`src/hdl/tdsu_pkg.sv`:
```
package tdsu_pkg;

  // Command codes
  localparam logic [2:0] FN_TICK    = 3'd0;
  localparam logic [2:0] FN_DELAY   = 3'd1;
  localparam logic [2:0] FN_SUSPEND = 3'd2;
  localparam logic [2:0] FN_RESUME  = 3'd3;
  localparam logic [2:0] FN_ENABLE  = 3'd4;
  localparam logic [2:0] FN_DISABLE = 3'd5;

  localparam int unsigned MASK_W  = 8;
  localparam int unsigned TICKS_W = 16;
  localparam int unsigned TID_W   = 3;
  localparam int unsigned FUNC_W  = 3;
  localparam int unsigned COUNT_W = 32;

  // Disable mask after reset: only thread 0 enabled
  localparam logic [MASK_W-1:0] DIS_RESET = 8'hfe;

  // Command travelling down the cell chain
  typedef struct packed {
    logic               vld;
    logic [FUNC_W-1:0]  func;
    logic [TID_W-1:0]   tid;
    logic [TICKS_W-1:0] ticks;
  } cmd_t;

endpackage

```
`src/hdl/tdsu_cell.sv`:
```
module tdsu_cell #(
  parameter int CELL_ID    = 0,
  parameter int DELAY_BITS = 16
) (
  input  logic          clk,
  input  logic          rst_n,
  input  tdsu_pkg::cmd_t cmd_in,
  output tdsu_pkg::cmd_t cmd_out,
  output logic          dis,
  output logic          sus,
  output logic          dly
);

  logic                  dis_r, dis_nxt;
  logic                  sus_r, sus_nxt;
  logic                  dly_r, dly_nxt;
  logic [DELAY_BITS-1:0] cnt_r, cnt_nxt;
  logic [DELAY_BITS-1:0] cnt_dec;
  logic [31:0]           ticks_ext;
  tdsu_pkg::cmd_t        cmd_r;
  logic                  hit;

  assign ticks_ext = {16'b0, cmd_in.ticks};
  assign cnt_dec   = cnt_r - {{(DELAY_BITS-1){1'b0}}, 1'b1};
  assign hit       = (cmd_in.tid == tdsu_pkg::TID_W'(CELL_ID));

  always_comb begin
    dis_nxt = dis_r;
    sus_nxt = sus_r;
    dly_nxt = dly_r;
    cnt_nxt = cnt_r;
    if (cmd_in.vld) begin
      if (cmd_in.func == tdsu_pkg::FN_TICK) begin
        cnt_nxt = cnt_dec;
        if (cnt_dec == '0) begin
          dly_nxt = 1'b0;
        end
      end else if (hit) begin
        case (cmd_in.func)
          tdsu_pkg::FN_DELAY: begin
            cnt_nxt = ticks_ext[DELAY_BITS-1:0];
            dly_nxt = 1'b1;
          end
          tdsu_pkg::FN_SUSPEND: sus_nxt = 1'b1;
          tdsu_pkg::FN_RESUME:  sus_nxt = 1'b0;
          tdsu_pkg::FN_ENABLE:  dis_nxt = 1'b0;
          tdsu_pkg::FN_DISABLE: dis_nxt = 1'b1;
          default: ;
        endcase
      end
    end
  end

  // payload moves on to the neighbor every cycle
  always_ff @(posedge clk) begin
    if (!rst_n) begin
      dis_r <= tdsu_pkg::DIS_RESET[CELL_ID];
      sus_r <= 1'b0;
      dly_r <= 1'b0;
      cnt_r <= '0;
      cmd_r <= '0;
    end else begin
      dis_r <= dis_nxt;
      sus_r <= sus_nxt;
      dly_r <= dly_nxt;
      cnt_r <= cnt_nxt;
      cmd_r <= cmd_in;
    end
  end

  assign cmd_out = cmd_r;
  assign dis     = dis_r;
  assign sus     = sus_r;
  assign dly     = dly_r;

endmodule

```
`src/hdl/thread_delay_status_unit_core.sv`:
```
// Channel  | Direction | Ports
// ---------+-----------+-------------------------------------------------------
// in       | input     | in_valid, in_ready, in_func, in_thread_id, in_delay_ticks
// out      | output    | out_valid, out_ready, out_disabled_mask,
//          |           | out_suspended_mask, out_delayed_mask, out_tick_count
//
// A command enters a head register and walks the chain of THREADS cells, one
// cell per cycle; each cell holds one thread's mask bits and delay counter.
// The result is registered once the command leaves the last cell; the next
// transaction is taken once the chain is empty and the spare result slot is free.
// A finished result sits in the output register (plus one spare slot) while
// out_ready is low. Synchronous active-low reset: thread 0 enabled, other
// thread, tick and control state cleared; result data registers not reset.
module thread_delay_status_unit_core #(
  parameter int THREADS    = 8,
  parameter int DELAY_BITS = 16
) (
  input  logic        clk,
  input  logic        rst_n,
  input  logic        in_valid,
  output logic        in_ready,
  input  logic [2:0]  in_func,
  input  logic [2:0]  in_thread_id,
  input  logic [15:0] in_delay_ticks,
  output logic        out_valid,
  input  logic        out_ready,
  output logic [7:0]  out_disabled_mask,
  output logic [7:0]  out_suspended_mask,
  output logic [7:0]  out_delayed_mask,
  output logic [31:0] out_tick_count
);

  localparam int MW = tdsu_pkg::MASK_W;

  tdsu_pkg::cmd_t chain [THREADS+1];
  logic [THREADS-1:0] dis_v, sus_v, dly_v;
  logic [MW-1:0]      dis_m, sus_m, dly_m;

  logic        busy_r, busy_nxt;
  logic        ov_r, ov_nxt;
  logic        pv_r, pv_nxt;
  logic [31:0] tick_r;
  tdsu_pkg::cmd_t head_r;

  logic [MW-1:0] o_dis_r, o_sus_r, o_dly_r, p_dis_r, p_sus_r, p_dly_r;
  logic [31:0]   o_tick_r, p_tick_r;

  logic in_fire, out_fire, done, load_out, load_spare, spare_to_out;

  assign in_ready = !busy_r && !pv_r;
  assign in_fire  = in_valid && in_ready;
  assign out_fire = ov_r && out_ready;
  assign done     = chain[THREADS].vld;

  // chain head
  always_ff @(posedge clk) begin
    if (!rst_n) begin
      head_r <= '0;
    end else begin
      head_r.vld <= in_fire;
      if (in_fire) begin
        head_r.func  <= in_func;
        head_r.tid   <= in_thread_id;
        head_r.ticks <= in_delay_ticks;
      end
    end
  end

  assign chain[0] = head_r;

  for (genvar t = 0; t < THREADS; t++) begin : g_cell
    tdsu_cell #(
      .CELL_ID    (t),
      .DELAY_BITS (DELAY_BITS)
    ) u_cell (
      .clk     (clk),
      .rst_n   (rst_n),
      .cmd_in  (chain[t]),
      .cmd_out (chain[t+1]),
      .dis     (dis_v[t]),
      .sus     (sus_v[t]),
      .dly     (dly_v[t])
    );
  end

  // mask bits from THREADS upward read zero
  for (genvar b = 0; b < MW; b++) begin : g_mask
    if (b < THREADS) begin : g_live
      assign dis_m[b] = dis_v[b];
      assign sus_m[b] = sus_v[b];
      assign dly_m[b] = dly_v[b];
    end else begin : g_zero
      assign dis_m[b] = 1'b0;
      assign sus_m[b] = 1'b0;
      assign dly_m[b] = 1'b0;
    end
  end

  // tick counter updates at acceptance; only one command is in flight
  always_ff @(posedge clk) begin
    if (!rst_n) begin
      tick_r <= '0;
    end else if (in_fire && in_func == tdsu_pkg::FN_TICK) begin
      tick_r <= tick_r + 32'd1;
    end
  end

  // result slots: output register plus one spare
  always_comb begin
    load_out     = 1'b0;
    load_spare   = 1'b0;
    spare_to_out = 1'b0;
    ov_nxt       = ov_r;
    pv_nxt       = pv_r;
    busy_nxt     = busy_r;
    if (in_fire) begin
      busy_nxt = 1'b1;
    end
    if (out_fire) begin
      ov_nxt = 1'b0;
    end
    if (pv_r && (!ov_r || out_fire)) begin
      spare_to_out = 1'b1;
      ov_nxt       = 1'b1;
      pv_nxt       = 1'b0;
    end
    if (done) begin
      busy_nxt = 1'b0;
      if (!ov_nxt) begin
        load_out = 1'b1;
        ov_nxt   = 1'b1;
      end else begin
        load_spare = 1'b1;
        pv_nxt     = 1'b1;
      end
    end
  end

  always_ff @(posedge clk) begin
    if (!rst_n) begin
      busy_r <= 1'b0;
      ov_r   <= 1'b0;
      pv_r   <= 1'b0;
    end else begin
      busy_r <= busy_nxt;
      ov_r   <= ov_nxt;
      pv_r   <= pv_nxt;
    end
  end

  always_ff @(posedge clk) begin
    if (load_out) begin
      o_dis_r  <= dis_m;
      o_sus_r  <= sus_m;
      o_dly_r  <= dly_m;
      o_tick_r <= tick_r;
    end else if (spare_to_out) begin
      o_dis_r  <= p_dis_r;
      o_sus_r  <= p_sus_r;
      o_dly_r  <= p_dly_r;
      o_tick_r <= p_tick_r;
    end
    if (load_spare) begin
      p_dis_r  <= dis_m;
      p_sus_r  <= sus_m;
      p_dly_r  <= dly_m;
      p_tick_r <= tick_r;
    end
  end

  assign out_valid          = ov_r;
  assign out_disabled_mask  = o_dis_r;
  assign out_suspended_mask = o_sus_r;
  assign out_delayed_mask   = o_dly_r;
  assign out_tick_count     = o_tick_r;

endmodule

```
`config.mk`:
```
export PLATFORM = sky130hd
export DESIGN_NAME = thread_delay_status_unit_core
export DESIGN_NICKNAME = d
export VERILOG_FILES = /design/src/hdl/tdsu_pkg.sv /design/src/hdl/tdsu_cell.sv /design/src/hdl/thread_delay_status_unit_core.sv
export SDC_FILE = /design/constraint.sdc
export NUM_CORES = 1
export LEC_CHECK = 0
export BUFFER_PORTS_ARGS = -buffer_cell sky130_fd_sc_hd__buf_2
export CAP_MARGIN = 20
export CELL_PAD_IN_SITES_DETAIL_PLACEMENT = 1
export CELL_PAD_IN_SITES_GLOBAL_PLACEMENT = 1
export CORE_AREA = 3 3 167 331
export DETAILED_ROUTE_END_ITERATION = 7
export DIE_AREA = 0 0 170 334
export PLACE_DENSITY_LB_ADDON = 0.1
export SYNTH_ARGS = -nofsm -noshare
export SYNTH_HDL_FRONTEND = slang
export SYNTH_SLANG_ARGS = --single-unit
```
`constraint.sdc`:
```
create_clock -name clk -period 7.1 [get_ports clk]
set_input_delay 1.42 -clock clk [delete_from_list [all_inputs] [get_ports clk]]
set_output_delay 1.42 -clock clk [all_outputs]
set_load 0.005 [all_outputs]
```
==> impl_results.md <==
* Status: finished, final reports clean
* Post-route ant nets at 0
* Hold WC Path Type: flop to flop
* Mapped Area at around 0.021 mm2
* F_max at 309.3 MHz
* Overall Global Routing Usage at 23.25%
* Die width at roughly 170 um
* WP data arrival at 3.74 ns
* CTS tree: yes
* Pwr/cell area at 251.0 mW/mm2
* Post-synth top cells: 372 x dfxtp_1, 183 x nor2_1, 161 x and2_1, 136 x clkbuf_1, 129 x a21oi_1
* Max transition margin at 24.73%
* GPL Wtd Cong at 0.8720
* Switching power total at 1.435 mW
* Total of warnings raised by yosys at 0
* # DRC at 0
* Slew Viols, Final at 0
* WL/cell at 23.31 um
* Min Tclk post-route at 3.233 ns
* Vias at roughly 17,000
* Clock Skews at 0.01577 ns
* Synth top area cells: dfxtp_1 35%, edfxtp_1 16%, and2_1 4.8%
* Sequential Power Share at between 40% and 50%
* DRT Pass-1 Iters at 8
* FP Rows at around 120
* Avg Cell Area, Syn at 9.662 um2
* R2R setup slack at 4.07 ns
* Total Power at 5.899 mW
* CTS Buf Count at 46
* Global-route wire length before repair at 103.6 mm
* Via-per-instance ratio at about 5.9
* Setup Viol. Count Final at 0
* Nets at 2,222
* Largest area contributor in the netlist: dfxtp_1
* Cts hold-fix bufs at 0
* Grt peak-use layer: met2
* Die Ht at roughly 330 um
* Synthesis-to-finish area growth at 11.72%
* Clock slew at the register clock pins of the worst setup and hold paths at roughly 0.070 ns
* Critical Path End Type: flop
* Setup slack after layout at 3.867 ns
* Final period util at 45.53%
* Drt total wl at 67.19 mm
* GR Util met3 at 2.200%
* Post-synth ARST share at 0%
* Largest net degree at the start of global routing at 152
* Lkg Pwr at 8.483 nW
* Measured slew at the worst slew-check pin at 1.120 ns
* Maximum VDD drop at 0.1863 mV
* Resized Gates After CTS at 0
* GR Util met2 at ~48%
* Crit Path Class: input port to flop
* Seq/Total Area, Yosys at 51.39%
* Initial antenna violation count at 0
* Layout cells sized above 1 at 12.58%
* Post-CTS Setup Bufs at 0
* Internal power at 4.464 mW
* Clock Path Buffers at 3
* Initial Util at 39.68%
* Depth of the CTS H-tree at 2
* Port Buf Inserts at 83
* DP HPWL at 49.60 mm
* Post-Syn Nets at roughly 2,200
* Initial DRC count at 846
* Gate Count Post-Synth at 2,177
* GR Util met1 at 21.02%
* Synth Flop Type: dfxtp_1
* Top cell type's share of synthesized area at 35.41%
* Grt total ovfl at 0
* Req. time, crit path at 7.60 ns
* RSZ-0062 raised after global routing: no
* Clock network power share at between 40% and 50%
* Count of cell types in the netlist at 78
* Fill count at slightly below 6,000
* Pre-CTS setup slack at 3.298 ns
* Post-route setup TNS at 0 ns
* Post-synth EDFFs at 112
* CTS root buffer: clkbuf_16
* Crit path launch type: input port
* I/O pin total at 84
* Antenna cell count at 0
* Yosys reg bits at 484
* CP max FO at 12
* Die area at ~0.057 mm2
* Top-count cell post-synth: dfxtp_1
* Register area at ~0.011 mm2
* Multi-input logic area at between 0.009 and 0.01 mm2
* Vias in the first global route at 18,080
* Max cap viols at 0
* CTS Sinks at 484
* Switching part of the total power at 24.33%
* Hold violation count in the final report at 0
* Combinational power share at approximately 6.8%
* Clk_lat worst skew at between 0.5 and 0.6 ns
* Core area at 0.05301 mm2
-- power groups by stage --
stage | clock [mW] | sequential, mW | combinational [mW]
floorplan | 0 | 2.94 | 0.301
global placement | 0 | 2.99 | 0.391
detailed placement | 0 | 2.99 | 0.399
CTS | 2.64 | 2.93 | 0.401
global route | 2.75 | 2.93 | 0.442
finish | 2.57 | 2.93 | 0.399
-- critical path: stages --
cell	delay, ns
buf_2	0.08
nor3b_1	0.81
and3_1	0.33
nand4_1	0.38
or4_1	0.54
a21oi_1	0.16
-- area by class of cell --
cell class | count | area share, %
clock inverters | 22 | 1.108
flip-flops and latches | 484 | 46.00
clock buffers | 64 | 5.580
repair buffers | 105 | 2.588
inverters | 43 | 0.6975
well taps | 665 | 3.541
multi-input cells | 1499 | 40.48
-- flip-flops by register name, indices dropped and copies added, names as in the netlist, 8 cells and up --
signal,count
p_tick_r,32
tick_r,32
p_dly_r,8
chain,23
g_cell.u_cell.dis,8
out_delayed_mask,8
out_suspended_mask,8
out_disabled_mask,8
out_tick_count,32
g_cell.u_cell.dly,8
g_cell.u_cell.cmd_out,162
g_cell.u_cell.cnt_r,128
g_cell.u_cell.sus,8
p_dis_r,8
p_sus_r,8
-- kinds of logic after synthesis --
family,after synthesis,synth area share (%)
flops,484,51.39
xor+xnor,70,2.915
fa+ha+maj,17,1.011
simple gates,832,21.96
compound gates,522,16.13
mux,58,3.075
buf+inv,194,3.510
-- placed cells by master (no fill, tap or decap), drive strengths merged, types with 20 or more instances in the layout --
cell,n
and2,161
clkbuf,64
o22ai,37
o22a,24
nand2,103
dfxtp,372
buf,105
nor3b,27
nor3,63
edfxtp,112
o21ai,124
mux2,53
nor4,51
or3,28
a221oi,20
nand4,24
inv,44
a31oi,39
xor2,24
nor2,183
nand3,56
xnor2,46
a21oi,129
-- per-stage QoR --
step                hold WS, ns  cell area (um2)  utilization (%)  std cells
global placement         0.4379            21920            41.35       2795
floorplan                0.4199            21030                -       2177
finish                   0.4587            23500            44.33       2882
CTS                      0.4543            23500            44.33       2882
global route             0.4733            23500            44.33       2882
detailed placement       0.4450            21930            41.37       2796
-- routing by layer --
layer / vias to the layer above / part of all wire, %
met3: 187 / 2.2
met1: 8463 / 33
met2: 312 / 58
li1: 8003 / -
met5: - / 0
met4: 0 / 6.8
-- final timing paths --
kind	from	to	cells past startpoint
setup / recovery	in_valid	tick_r[29]$_SDFFE_PN0P_	6
hold / removal	g_cell[4].u_cell.dly$_SDFFE_PN0P_	p_dly_r[4]$_DFFE_PP_	0
setup reg to reg	g_cell[6].u_cell.cmd_out[22]$_SDFF_PN0_	g_cell[7].u_cell.dly$_SDFFE_PN0P_	5
hold reg to reg	g_cell[4].u_cell.dly$_SDFFE_PN0P_	p_dly_r[4]$_DFFE_PP_	0
Power figures use the tool's default switching activity.
